==> config.mk <==
export PLATFORM = sky130hd
export DESIGN_NAME = tchb_queue
export DESIGN_NICKNAME = d
export VERILOG_FILES = /design/src/sv/tchb_pkg.sv /design/src/sv/tchb_queue.sv
export SDC_FILE = /design/constraint.sdc
export NUM_CORES = 1
export LEC_CHECK = 0
export ABC_AREA = 1
export BUFFER_PORTS_ARGS = -buffer_cell sky130_fd_sc_hd__buf_2
export CAP_MARGIN = 5
export CORE_ASPECT_RATIO = 1.75
export CORE_MARGIN = 5
export CORE_UTILIZATION = 34
export CTS_CLUSTER_DIAMETER = 200
export DETAILED_ROUTE_END_ITERATION = 6
export PLACE_DENSITY = 0.61
export SYNTH_ARGS = -nofsm -noshare
export SYNTH_HDL_FRONTEND = slang
export SYNTH_SLANG_ARGS = --single-unit
==> constraint.sdc <==
create_clock -name clk -period 6.1 [get_ports clk]
set_clock_uncertainty 0.2 [all_clocks]
set_input_delay 0.915 -clock clk [delete_from_list [all_inputs] [get_ports clk]]
set_output_delay 0.915 -clock clk [all_outputs]
set_load 0.005 [all_outputs]
==> src/sv/tchb_pkg.sv <==
// ============================================================================
// tchb_pkg: shared types and constants for the console history buffer
// Mode and character codes, command kinds, engine states and the tab table.
// ============================================================================
`default_nettype none

package tchb_pkg;

    // Default geometry
    localparam int unsigned HISTORY_ROWS_DEF = 128;
    localparam int unsigned ROW_WIDTH_DEF    = 80;
    localparam int unsigned TAB_STOP_DEF     = 4;

    // Field widths
    localparam int unsigned MODE_BITS  = 3;
    localparam int unsigned BYTE_BITS  = 8;
    localparam int unsigned POS_BITS   = 7;

    // Input modes
    localparam logic [MODE_BITS-1:0] MODE_PUT      = 3'd0;
    localparam logic [MODE_BITS-1:0] MODE_BACK     = 3'd1;
    localparam logic [MODE_BITS-1:0] MODE_SCR_UP   = 3'd2;
    localparam logic [MODE_BITS-1:0] MODE_SCR_DOWN = 3'd3;
    localparam logic [MODE_BITS-1:0] MODE_CLEAR    = 3'd4;
    localparam logic [MODE_BITS-1:0] MODE_SET_CUR  = 3'd5;
    localparam logic [MODE_BITS-1:0] MODE_READ     = 3'd6;

    // Character codes
    localparam logic [BYTE_BITS-1:0] CH_TAB     = 8'd9;
    localparam logic [BYTE_BITS-1:0] CH_NEWLINE = 8'd10;
    localparam logic [BYTE_BITS-1:0] CH_SPACE   = 8'd32;

    // Attribute after reset
    localparam logic [BYTE_BITS-1:0] COLOR_RESET = 8'd7;

    // Register map: register index taken from paddr bit 2
    localparam int unsigned      PADDR_BITS     = 3;
    localparam int unsigned      PDATA_BITS     = 32;
    localparam logic             REG_TEXT_COLOR = 1'b0;

    // Command queue between front and back
    localparam int unsigned QUEUE_DEPTH = 2;

    // Tab phase table: one entry per possible column value
    localparam int unsigned COL_SPAN_BITS = 8;
    localparam int unsigned COL_SPAN      = 256;
    localparam int unsigned PHASE_BITS    = 4;
    localparam int unsigned TAB_IDX_BITS  = 10;

    typedef enum logic [3:0] {
        OP_NOP,
        OP_NEWLINE,
        OP_TAB,
        OP_PUTC,
        OP_BKSP,
        OP_SCRUP,
        OP_SCRDN,
        OP_CLEAR,
        OP_SETCUR,
        OP_READ
    } op_kind_t;

    typedef struct packed {
        op_kind_t               kind;
        logic [BYTE_BITS-1:0]   ch;
        logic [BYTE_BITS-1:0]   row;
        logic [BYTE_BITS-1:0]   col;
        logic                   row_ok;
        logic                   col_ok;
    } op_t;

    typedef enum logic [1:0] {
        ST_INIT,
        ST_IDLE,
        ST_FILL,
        ST_DONE
    } eng_state_t;

    // Column modulo tab stop, built by counting so no divider is needed
    function automatic logic [COL_SPAN*PHASE_BITS-1:0] phase_table(input int unsigned tab);
        logic [COL_SPAN*PHASE_BITS-1:0] t;
        logic [PHASE_BITS-1:0]          r;
        int unsigned                    i;
        t = '0;
        r = '0;
        for (i = 0; i < COL_SPAN; i++)
        begin
            t[i*PHASE_BITS +: PHASE_BITS] = r;
            r = (r == PHASE_BITS'(tab - 1)) ? '0 : r + 1'b1;
        end
        return t;
    endfunction

endpackage

`default_nettype wire

==> src/sv/tchb_queue.sv <==
// ============================================================================
// tchb_queue: command queue
// Small FIFO of decoded commands between the decoder and the engine.
// ============================================================================
`default_nettype none

module tchb_queue (
    input  wire logic           clk,
    input  wire logic           rst_n,
    input  wire tchb_pkg::op_t  push_data,
    input  wire logic           push_valid,
    output logic                push_ready,
    output tchb_pkg::op_t       pop_data,
    output logic                pop_valid,
    input  wire logic           pop_ready
);

    localparam int unsigned DEPTH    = tchb_pkg::QUEUE_DEPTH;
    localparam int unsigned PTR_BITS = (DEPTH > 1) ? $clog2(DEPTH) : 1;
    localparam int unsigned CNT_BITS = $clog2(DEPTH + 1);

    tchb_pkg::op_t         slot_reg [DEPTH];
    logic [PTR_BITS-1:0]   wr_ptr_reg;
    logic [PTR_BITS-1:0]   rd_ptr_reg;
    logic [CNT_BITS-1:0]   count_reg;
    logic                  push;
    logic                  pop;

    assign push_ready = count_reg != CNT_BITS'(DEPTH);
    assign pop_valid  = count_reg != '0;
    assign pop_data   = slot_reg[rd_ptr_reg];
    assign push       = push_valid && push_ready;
    assign pop        = pop_valid && pop_ready;

    // Store the pushed word
    always_ff @(posedge clk)
    begin
        if (push)
            slot_reg[wr_ptr_reg] <= push_data;
    end

    // Advance pointers and count
    always_ff @(posedge clk or negedge rst_n)
    begin
        if (!rst_n)
        begin
            wr_ptr_reg <= '0;
            rd_ptr_reg <= '0;
            count_reg  <= '0;
        end
        else
        begin
            if (push)
                wr_ptr_reg <= (wr_ptr_reg == PTR_BITS'(DEPTH - 1)) ? '0 : wr_ptr_reg + 1'b1;
            if (pop)
                rd_ptr_reg <= (rd_ptr_reg == PTR_BITS'(DEPTH - 1)) ? '0 : rd_ptr_reg + 1'b1;
            if (push && !pop)
                count_reg <= count_reg + 1'b1;
            else if (pop && !push)
                count_reg <= count_reg - 1'b1;
        end
    end

endmodule

`default_nettype wire

==> results.sh <==
export IMPL_arrival_time_reported_for_the_critical_path_endpoint_ns=2.19
export IMPL_critical_path_most_common_cell="sky130_fd_sc_hd__nand2_1"
export IMPL_period_minus_slack_ns=3.302
export IMPL_cts_tree="yes"
export IMPL_drc=0
export IMPL_route_final_wire_length_mm=4.601
export IMPL_timing_max_transition_violations_final=0
export IMPL_cts_max_level=3
export IMPL_port_buffer_count=65
export IMPL_flow_area_growth_from_synthesis_pct=27.83
export IMPL_dr_pass1_iters=4
export IMPL_clk_pin_slew_ns=0.05
export IMPL_largest_register_ff_count=60
export IMPL_antenna_found_initial=0
export IMPL_reg2reg_slack_ns=4.00
export IMPL_synthesis_nets=220
export IMPL_synth_seq_cells=64
export IMPL_postSynthCellCount=185
export IMPL_rsz0062_at_grt="false"
export IMPL_layout_cell_area_non_filler_um2=3052
export IMPL_worstSetupStartpoint="rd_ptr_reg$_DFFE_PN0P_"
export IMPL_max_slew_margin=0.3283
export IMPL_effective_utilization_at_floorplan=0.3482
export IMPL_total_leakage_power_nw=1.337
export IMPL_routed_wire_length_per_instance_um=13.41
export IMPL_critical_path_max_fanout=32
export IMPL_routabilityCongestion=0.7202
export IMPL_max_clock_freq_mhz=302.9
export IMPL_dieArea_um2=8863
export IMPL_status="completed"
export IMPL_holdBufCountCts=0
export IMPL_highest_ir_drop_seen_on_vdd_mv=0.2155
export IMPL_placed_cell_area_um2=2803
export IMPL_post_cts_resized_instances=0
export IMPL_io_pins=66
export IMPL_number_of_rows_in_the_core_area=40
export IMPL_required_ns=4.98
export IMPL_via_count=1508
export IMPL_grt_usage=0.1158
export IMPL_layout_worst_path_cycle_share=0.5413
export IMPL_layout_cells_non_filler=343
export IMPL_die_height_um=120.9
export IMPL_die_w_um=73.34
export IMPL_core_region_area_um2=6857
export IMPL_ys_warn_count=0
export IMPL_hp_class="input port to async pin"
export IMPL_timing_critical_path_cells="inv_2 -> nand2_1 -> nand2_1 -> buf_2"
export IMPL_place_inst=328
export IMPL_cts_root_buffer_cell="sky130_fd_sc_hd__clkbuf_16"
export IMPL_drt_initial_drc_count=59
export IMPL_insertion_delay_ns=0.32
export IMPL_post_cts_buffers=0
export IMPL_clock_sinks=64
export IMPL_grt_remaining_overflow=0
export IMPL_critical_path_start_type="register"
export IMPL_drive_above_1_share=0.3012
export IMPL_hpwl_mm=3.153
export IMPL_synth_cell_type_count=12
export IMPL_timing_worst_slew_pin_value_ns=1.008
export IMPL_ff_latch_area_um2=1902
export IMPL_p_per_area_nw_per_um2=482.0
export IMPL_syn_avg_cell_area_um2=12.90
export IMPL_setup_worst_path_end_class="primary output"
export IMPL_avgViaCountPerCell=4.397
export IMPL_inserted_clock_buffers=9
export IMPL_library_cell_contributing_the_largest_single_delay_on_the_critical_path="sky130_fd_sc_hd__dfrtp_1"
export IMPL_slowest_delay_ns=1.00
export IMPL_vias_in_the_first_global_route=1593
export IMPL_clk_path_buf_depth=2
export IMPL_grt_pass1_wl_mm=7.355
export IMPL_num_nets_final=290
export IMPL_crit_reg2reg_launch="rd_ptr_reg$_DFFE_PN0P_"
export IMPL_final_hold_violation_count=0
export IMPL_report_final_setup_viol=0
export IMPL_worst_hold_slack_ns=0.1922
export IMPL_mappedNetlistArea_um2=2387
export IMPL_synth_seq_area_share=0.7966
export IMPL_final_setup_tns_ns=0
export IMPL_worst_setup_path_type="register to primary output"
export IMPL_cap_violations=0
export IMPL_fillCellCount=649
export IMPL_antenna_left=0
export IMPL_multi_input_combinational_cell_area_um2=444.2
export IMPL_insertedDiodeCount=0
export IMPL_grt_start_max_net_pins=33
==> area by class of cell <==
cell class / instances / area share
multi-input combinational: 108 / 0.1456
sequential: 64 / 0.6232
clock inverter: 1 / 0.001640
inverter: 7 / 0.008610
tap: 84 / 0.03444
clock buffer: 14 / 0.07995
timing repair buffer: 65 / 0.1066
==> stage by stage <==
step,setup slack [ns],utilization,power (W)
6_report,2.798,0.4451,0.001471
5_1_grt,2.435,0.4451,0.001578
4_1_cts,2.678,0.4451,0.001507
3_5_place_dp,3.014,0.4088,0.001076
3_3_place_gp,3.077,0.4088,0.001063
2_1_floorplan,3.187,-,0.0008833
==> placed cells by master, fill, tap and decap left out, types with 2 or more instances in the layout <==
cell type | synthesis | layout
sky130_fd_sc_hd__nand2_1 | 100 | 100
sky130_fd_sc_hd__buf_2 | 6 | 65
sky130_fd_sc_hd__clkbuf_16 | 0 | 9
sky130_fd_sc_hd__nor2_4 | 0 | 2
sky130_fd_sc_hd__dfrtp_1 | 4 | 4
sky130_fd_sc_hd__edfxtp_1 | 60 | 60
sky130_fd_sc_hd__inv_1 | 6 | 6
sky130_fd_sc_hd__nand3_1 | 2 | 2
sky130_fd_sc_hd__clkbuf_1 | 0 | 5
==> logic make-up after synthesis <==
logic type	after synthesis	share of synthesized area
and+or+nand+nor	105	0.1672
adders and majority gates	1	0.005240
DFF	64	0.7966
xor gates and xnor gates	2	0.007339
buffers and inverters	13	0.02358
==> per-layer routing <==
layer,part of all wire,track usage,vias up
li1,-,-,753
met1,0.34,0.1142,698
met2,0.57,0.1906,45
met3,0.058,0.04478,12
met4,0.036,0.08503,0
met5,0,0,-
==> cells in the mapped netlist (all sizes together) <==
| cell type | number | share of area |
|---|---|---|
| nand2 | 100 | 0.16 |
| edfxtp | 60 | 0.75 |
| inv | 7 | 0.011 |
| buf | 6 | 0.013 |
| dfrtp | 4 | 0.042 |
| nand3 | 2 | 0.0042 |
| nor2 | 2 | 0.0031 |
| ha | 1 | 0.0052 |
| nand4 | 1 | 0.0026 |
| xnor2 | 1 | 0.0037 |
| xor2 | 1 | 0.0037 |
==> path summary, 6_finish.rpt <==
| check | endpoint | depth (start not counted) |
|---|---|---|
| worst max-delay path | pop_data[19] | 4 |
| worst min-delay path | wr_ptr_reg$_DFFE_PN0P_ | 1 |
| worst max register to register | rd_ptr_reg$_DFFE_PN0P_ | 3 |
| worst min register to register | count_reg[0]$_DFFE_PN0P_ | 1 |
| max in group asynchronous | count_reg[0]$_DFFE_PN0P_ | 1 |
| min in group clk | count_reg[0]$_DFFE_PN0P_ | 1 |
==> where the power goes <==
part / internal (W) / total [W] / switching (W)
Combinational: 0.000148 / 0.000385 / 0.000237
Sequential: 0.000605 / 0.000662 / 0.0000575
Clock: 0.000271 / 0.000424 / 0.000153
Total: 0.00102 / 0.00147 / 0.000447
==> critical path, delay by kind of cell (launching register included) <==
| kind | cells | cell delay (ns) |
|---|---|---|
| flip-flops | 1 | 1.00 |
| AND/OR/NAND/NOR | 2 | 0.23 |
| buffers and inverters | 2 | 0.63 |
No activity file was read; power rests on OpenSTA's default activity.
