<file path="src/sv/tchb_pkg.sv">
// ============================================================================
// tchb_pkg: shared types and constants for the console history buffer
// Mode and character codes, command kinds, engine states and the tab table.
// ============================================================================
`default_nettype none

package tchb_pkg;

    // Default geometry
    localparam int unsigned HISTORY_ROWS_DEF = 128;
    localparam int unsigned ROW_WIDTH_DEF    = 80;
    localparam int unsigned TAB_STOP_DEF     = 4;

    // Field widths
    localparam int unsigned MODE_BITS  = 3;
    localparam int unsigned BYTE_BITS  = 8;
    localparam int unsigned POS_BITS   = 7;

    // Input modes
    localparam logic [MODE_BITS-1:0] MODE_PUT      = 3'd0;
    localparam logic [MODE_BITS-1:0] MODE_BACK     = 3'd1;
    localparam logic [MODE_BITS-1:0] MODE_SCR_UP   = 3'd2;
    localparam logic [MODE_BITS-1:0] MODE_SCR_DOWN = 3'd3;
    localparam logic [MODE_BITS-1:0] MODE_CLEAR    = 3'd4;
    localparam logic [MODE_BITS-1:0] MODE_SET_CUR  = 3'd5;
    localparam logic [MODE_BITS-1:0] MODE_READ     = 3'd6;

    // Character codes
    localparam logic [BYTE_BITS-1:0] CH_TAB     = 8'd9;
    localparam logic [BYTE_BITS-1:0] CH_NEWLINE = 8'd10;
    localparam logic [BYTE_BITS-1:0] CH_SPACE   = 8'd32;

    // Attribute after reset
    localparam logic [BYTE_BITS-1:0] COLOR_RESET = 8'd7;

    // Register map: register index taken from paddr bit 2
    localparam int unsigned      PADDR_BITS     = 3;
    localparam int unsigned      PDATA_BITS     = 32;
    localparam logic             REG_TEXT_COLOR = 1'b0;

    // Command queue between front and back
    localparam int unsigned QUEUE_DEPTH = 2;

    // Tab phase table: one entry per possible column value
    localparam int unsigned COL_SPAN_BITS = 8;
    localparam int unsigned COL_SPAN      = 256;
    localparam int unsigned PHASE_BITS    = 4;
    localparam int unsigned TAB_IDX_BITS  = 10;

    typedef enum logic [3:0] {
        OP_NOP,
        OP_NEWLINE,
        OP_TAB,
        OP_PUTC,
        OP_BKSP,
        OP_SCRUP,
        OP_SCRDN,
        OP_CLEAR,
        OP_SETCUR,
        OP_READ
    } op_kind_t;

    typedef struct packed {
        op_kind_t               kind;
        logic [BYTE_BITS-1:0]   ch;
        logic [BYTE_BITS-1:0]   row;
        logic [BYTE_BITS-1:0]   col;
        logic                   row_ok;
        logic                   col_ok;
    } op_t;

    typedef enum logic [1:0] {
        ST_INIT,
        ST_IDLE,
        ST_FILL,
        ST_DONE
    } eng_state_t;

    // Column modulo tab stop, built by counting so no divider is needed
    function automatic logic [COL_SPAN*PHASE_BITS-1:0] phase_table(input int unsigned tab);
        logic [COL_SPAN*PHASE_BITS-1:0] t;
        logic [PHASE_BITS-1:0]          r;
        int unsigned                    i;
        t = '0;
        r = '0;
        for (i = 0; i < COL_SPAN; i++)
        begin
            t[i*PHASE_BITS +: PHASE_BITS] = r;
            r = (r == PHASE_BITS'(tab - 1)) ? '0 : r + 1'b1;
        end
        return t;
    endfunction

endpackage

`default_nettype wire

</file>
<file path="src/sv/tchb_if.sv">
// ============================================================================
// tchb_if: command and response channels
// Valid/ready channels carrying one command word and one response word.
// ============================================================================
`default_nettype none

interface tchb_cmd_if;
    logic                             valid;
    logic                             ready;
    logic [tchb_pkg::MODE_BITS-1:0]   mode;
    logic [tchb_pkg::BYTE_BITS-1:0]   char_code;
    logic [tchb_pkg::BYTE_BITS-1:0]   row_sel;
    logic [tchb_pkg::BYTE_BITS-1:0]   col_sel;

    modport source (output valid, mode, char_code, row_sel, col_sel, input ready);
    modport sink   (input valid, mode, char_code, row_sel, col_sel, output ready);
endinterface


`default_nettype wire

</file>
<file path="src/sv/tchb_front.sv">
// ============================================================================
// tchb_front: command decoder
// Accepts command words, classifies them and range-checks the selectors.
// ============================================================================
`default_nettype none

module tchb_front #(
    parameter int unsigned HISTORY_ROWS = tchb_pkg::HISTORY_ROWS_DEF,
    parameter int unsigned ROW_WIDTH    = tchb_pkg::ROW_WIDTH_DEF
) (
    tchb_cmd_if.sink          cmd,
    input  wire logic         run,
    output tchb_pkg::op_t     push_data,
    output logic              push_valid,
    input  wire logic         push_ready
);

    logic [31:0] row_wide;
    logic [31:0] col_wide;

    // Take words only once the store is initialized and the queue has room
    assign cmd.ready  = push_ready && run;
    assign push_valid = cmd.valid && run;

    assign row_wide = 32'(cmd.row_sel);
    assign col_wide = 32'(cmd.col_sel);

    // Classify the word
    always_comb
    begin
        push_data.ch     = cmd.char_code;
        push_data.row    = cmd.row_sel;
        push_data.col    = cmd.col_sel;
        push_data.row_ok = row_wide < HISTORY_ROWS;
        push_data.col_ok = col_wide < ROW_WIDTH;
        case (cmd.mode)
            tchb_pkg::MODE_PUT:
            begin
                if (cmd.char_code == tchb_pkg::CH_NEWLINE)
                    push_data.kind = tchb_pkg::OP_NEWLINE;
                else if (cmd.char_code == tchb_pkg::CH_TAB)
                    push_data.kind = tchb_pkg::OP_TAB;
                else
                    push_data.kind = tchb_pkg::OP_PUTC;
            end
            tchb_pkg::MODE_BACK:     push_data.kind = tchb_pkg::OP_BKSP;
            tchb_pkg::MODE_SCR_UP:   push_data.kind = tchb_pkg::OP_SCRUP;
            tchb_pkg::MODE_SCR_DOWN: push_data.kind = tchb_pkg::OP_SCRDN;
            tchb_pkg::MODE_CLEAR:    push_data.kind = tchb_pkg::OP_CLEAR;
            tchb_pkg::MODE_SET_CUR:  push_data.kind = tchb_pkg::OP_SETCUR;
            tchb_pkg::MODE_READ:     push_data.kind = tchb_pkg::OP_READ;
            default:                 push_data.kind = tchb_pkg::OP_NOP;
        endcase
    end

endmodule

`default_nettype wire

</file>
<file path="src/flat_wrapper.sv">
// flat-port wrapper written by rule: the top's interface ports become plain ports
module tchb_front_flat 
#(
    parameter int unsigned HISTORY_ROWS = tchb_pkg::HISTORY_ROWS_DEF,
    parameter int unsigned ROW_WIDTH    = tchb_pkg::ROW_WIDTH_DEF
)
  (run, push_data, push_valid, push_ready, cmd_valid, cmd_mode, cmd_char_code, cmd_row_sel, cmd_col_sel, cmd_ready);
  tchb_cmd_if cmd_i ();
  input  wire logic run;
  output tchb_pkg::op_t push_data;
  output logic push_valid;
  input  wire logic push_ready;
  input wire logic [$bits(cmd_i.valid)-1:0] cmd_valid;
  input wire logic [$bits(cmd_i.mode)-1:0] cmd_mode;
  input wire logic [$bits(cmd_i.char_code)-1:0] cmd_char_code;
  input wire logic [$bits(cmd_i.row_sel)-1:0] cmd_row_sel;
  input wire logic [$bits(cmd_i.col_sel)-1:0] cmd_col_sel;
  output wire logic [$bits(cmd_i.ready)-1:0] cmd_ready;
  assign cmd_i.valid = cmd_valid;
  assign cmd_i.mode = cmd_mode;
  assign cmd_i.char_code = cmd_char_code;
  assign cmd_i.row_sel = cmd_row_sel;
  assign cmd_i.col_sel = cmd_col_sel;
  assign cmd_ready = cmd_i.ready;
  tchb_front #(.HISTORY_ROWS(HISTORY_ROWS), .ROW_WIDTH(ROW_WIDTH)) u_core (.cmd(cmd_i), .run(run), .push_data(push_data), .push_valid(push_valid), .push_ready(push_ready));
endmodule
</file>
<file path="config.mk">
export PLATFORM = sky130hd
export DESIGN_NAME = tchb_front_flat
export DESIGN_NICKNAME = d
export VERILOG_FILES = /design/src/sv/tchb_pkg.sv /design/src/sv/tchb_if.sv /design/src/sv/tchb_front.sv /design/src/flat_wrapper.sv
export SDC_FILE = /design/constraint.sdc
export NUM_CORES = 1
export LEC_CHECK = 0
export BUFFER_PORTS_ARGS = -buffer_cell sky130_fd_sc_hd__clkbuf_2
export CORE_AREA = 2 2 39 41
export DETAILED_ROUTE_END_ITERATION = 10
export DIE_AREA = 0 0 41 43
export PLACE_DENSITY = 0.83
export SYNTH_ARGS = -nofsm -noshare
export SYNTH_HDL_FRONTEND = slang
export SYNTH_SLANG_ARGS = --single-unit
export TNS_END_PERCENT = 10
</file>
<file path="constraint.sdc">
create_clock -name vclk -period 1.1
set_input_delay 0.055 -clock vclk [all_inputs]
set_output_delay 0.055 -clock vclk [all_outputs]
set_load 0.05 [all_outputs]
</file>
==> results.sh <==
export IMPL_status="complete, but fails checks"
export IMPL_ys_warn_count=0
export IMPL_critPathArrivalTime_ns=1.25
export IMPL_seqCellArea_um2=0
export IMPL_placed_cell_area_um2=380.4
export IMPL_drive_gt1_share_pct=77.59
export IMPL_setup_violations=2
export IMPL_busiest_layer="met2"
export IMPL_synth_area_um2=291.5
export IMPL_grt_pass1_wl_um=848
export IMPL_drv_cap=0
export IMPL_syn_instance_count=41
export IMPL_area_growth_pct=40.77
export IMPL_drv_slew=0
export IMPL_worstHoldEndpoint="push_data[14]"
export IMPL_fp_coreArea_um2=1384
export IMPL_leakage_nw=0.2321
export IMPL_path_class="primary input to output pin"
export IMPL_power_density_nw_per_um2=735.5
export IMPL_path_delay_family="simple AND/OR/NAND/NOR gates"
export IMPL_grt_max_degree=6
export IMPL_dpl_hpwl_um=587.5
export IMPL_grt_util_met3_pct=1.047
export IMPL_initial_core_util_pct=21.07
export IMPL_crit_path_end_kind="output pin"
export IMPL_violations="setup timing"
export IMPL_finalHoldViolCount=0
export IMPL_routedWlPerCell_um=8.392
export IMPL_place_congestion=0.7062
export IMPL_final_cell_mix="clkbuf_2, nor2_1, and2_1"
export IMPL_path_cells="buf_6 > or4b_4 > nor4_4 > buf_4 > a31oi_4 > buf_8"
export IMPL_row_count=14
export IMPL_ctsHoldBuffers=0
export IMPL_avgSynthCellArea_um2=7.110
export IMPL_yosysSeqAreaShare_pct=0
export IMPL_cp_max_fo=2
export IMPL_final_common_cell="clkbuf_2"
export IMPL_drt_iter0_markers=0
export IMPL_synthDistinctLibCells=13
export IMPL_nClkBuffers=0
export IMPL_layout_nets=90
export IMPL_cp_start_kind="primary input"
export IMPL_drcViolationCount=0
export IMPL_worstMarginPinSlew_ns=0.3518
export IMPL_slew_headroom_pct=76.49
export IMPL_use_met1_pct=6.013
export IMPL_worst_path_buf_inv=3
export IMPL_holdCritStartpoint="cmd_row_sel[4]"
export IMPL_antenna_found_initial=0
export IMPL_period_share_pct=119.0
export IMPL_io_pins=62
export IMPL_max_stage_delay_ns=0.53
export IMPL_drt_pre_antenna_iters=1
export IMPL_worst_path_max_delay_cell="or4b_4"
export IMPL_die_h_um=43
export IMPL_grt_pass1_vias=252
export IMPL_peakVddDrop_mv=0.2236
export IMPL_fmax_mhz=764.0
export IMPL_die_w_um=41
export IMPL_hold_slack_ns=0.1100
export IMPL_min_path_type="primary input to output pin"
export IMPL_die_area_um2=1763
export IMPL_total_power_mw=0.3018
export IMPL_overflow=0
export IMPL_min_path_cells=0
export IMPL_rsz0062_at_grt="yes"
export IMPL_min_period_ns=1.309
export IMPL_port_buffers=40
export IMPL_routed_wl_um=621
export IMPL_worst_slack_ns=-0.2088
export IMPL_fin_area_um2=410.4
export IMPL_seq_cells=0
export IMPL_vias=312
export IMPL_synthesis_nets=71
export IMPL_via_per_inst=4.216
export IMPL_antenna_cells=0
export IMPL_grt_use_met2_pct=13.13
export IMPL_ant_nets=0
export IMPL_grt_usage_pct=6.394
export IMPL_fillers=150
export IMPL_required_ns=1.04
==> through the flow <==
stage	utilization (%)	worst slack, ns	TNS [ns]	instances
after floorplan	-	-0.08822	-0.1119	41
after global placement	27.49	-0.2899	-0.5518	74
after detailed placement	27.49	-0.3244	-0.6147	74
after CTS	29.02	-0.2454	-0.4566	74
after global routing	29.66	-0.2638	-0.4961	74
final	29.66	-0.2088	-0.3822	74
==> layer usage <==
layer	part of all wire, %	wire length (um)
met1	30	184
met2	48	301
met3	22	136
met4	0	0
met5	0	0
==> repair_timing <==
item                       CTS  global route
pin swaps                    0             0
resized for setup            5             3
setup endpoints to repair    2             2
buffers inserted             0             0
==> cell type report <==
cell class                 instances  area, um2  area share, %
multi-input combinational         16      152.6          37.19
inverter                           1      3.754         0.9146
timing repair buffer              41      234.0          57.01
tap                               16      20.02          4.878
==> synth_stat cells <==
| library cell | n | area share, % |
|---|---|---|
| nand2_1 | 1 | 1.3 |
| nor4_2 | 1 | 4.3 |
| xnor2_1 | 1 | 3.0 |
| a31oi_1 | 1 | 2.1 |
| buf_4 | 24 | 62 |
| xor2_1 | 1 | 3.0 |
| nor3b_1 | 1 | 2.6 |
| nor2_1 | 4 | 5.1 |
| or4b_1 | 1 | 3.4 |
| inv_1 | 1 | 1.3 |
| a2bb2oi_1 | 1 | 3.0 |
| and2_1 | 3 | 6.4 |
| o21a_1 | 1 | 2.6 |
==> cell families after synthesis <==
family	Yosys count	share of synthesized area, %
and+or+nand+nor	11	23.17
buffers and inverters	25	63.09
xor gates and xnor gates	2	6.010
AOI/OAI and AO/OA	3	7.728
==> worst max path at each step <==
| stage | from | to | slack, ns | cells past startpoint |
|---|---|---|---|---|
| 2_1_floorplan | cmd_char_code[7] | push_data[26] | -0.09 | 3 |
| 3_3_place_gp | cmd_char_code[7] | push_data[26] | -0.29 | 6 |
| 3_5_place_dp | cmd_char_code[7] | push_data[26] | -0.32 | 6 |
| 4_1_cts | cmd_char_code[7] | push_data[26] | -0.25 | 6 |
| 5_1_grt | cmd_char_code[7] | push_data[26] | -0.26 | 6 |
| 6_report | cmd_char_code[7] | push_data[26] | -0.21 | 6 |
==> report_power, final <==
| part | leakage [nW] | switching [mW] | internal (mW) |
|---|---|---|---|
| sequential | 0 | 0 | 0 |
| clock | 0 | 0 | 0 |
| combinational | 0.232 | 0.215 | 0.0871 |
(Power assumes the default switching activity.)
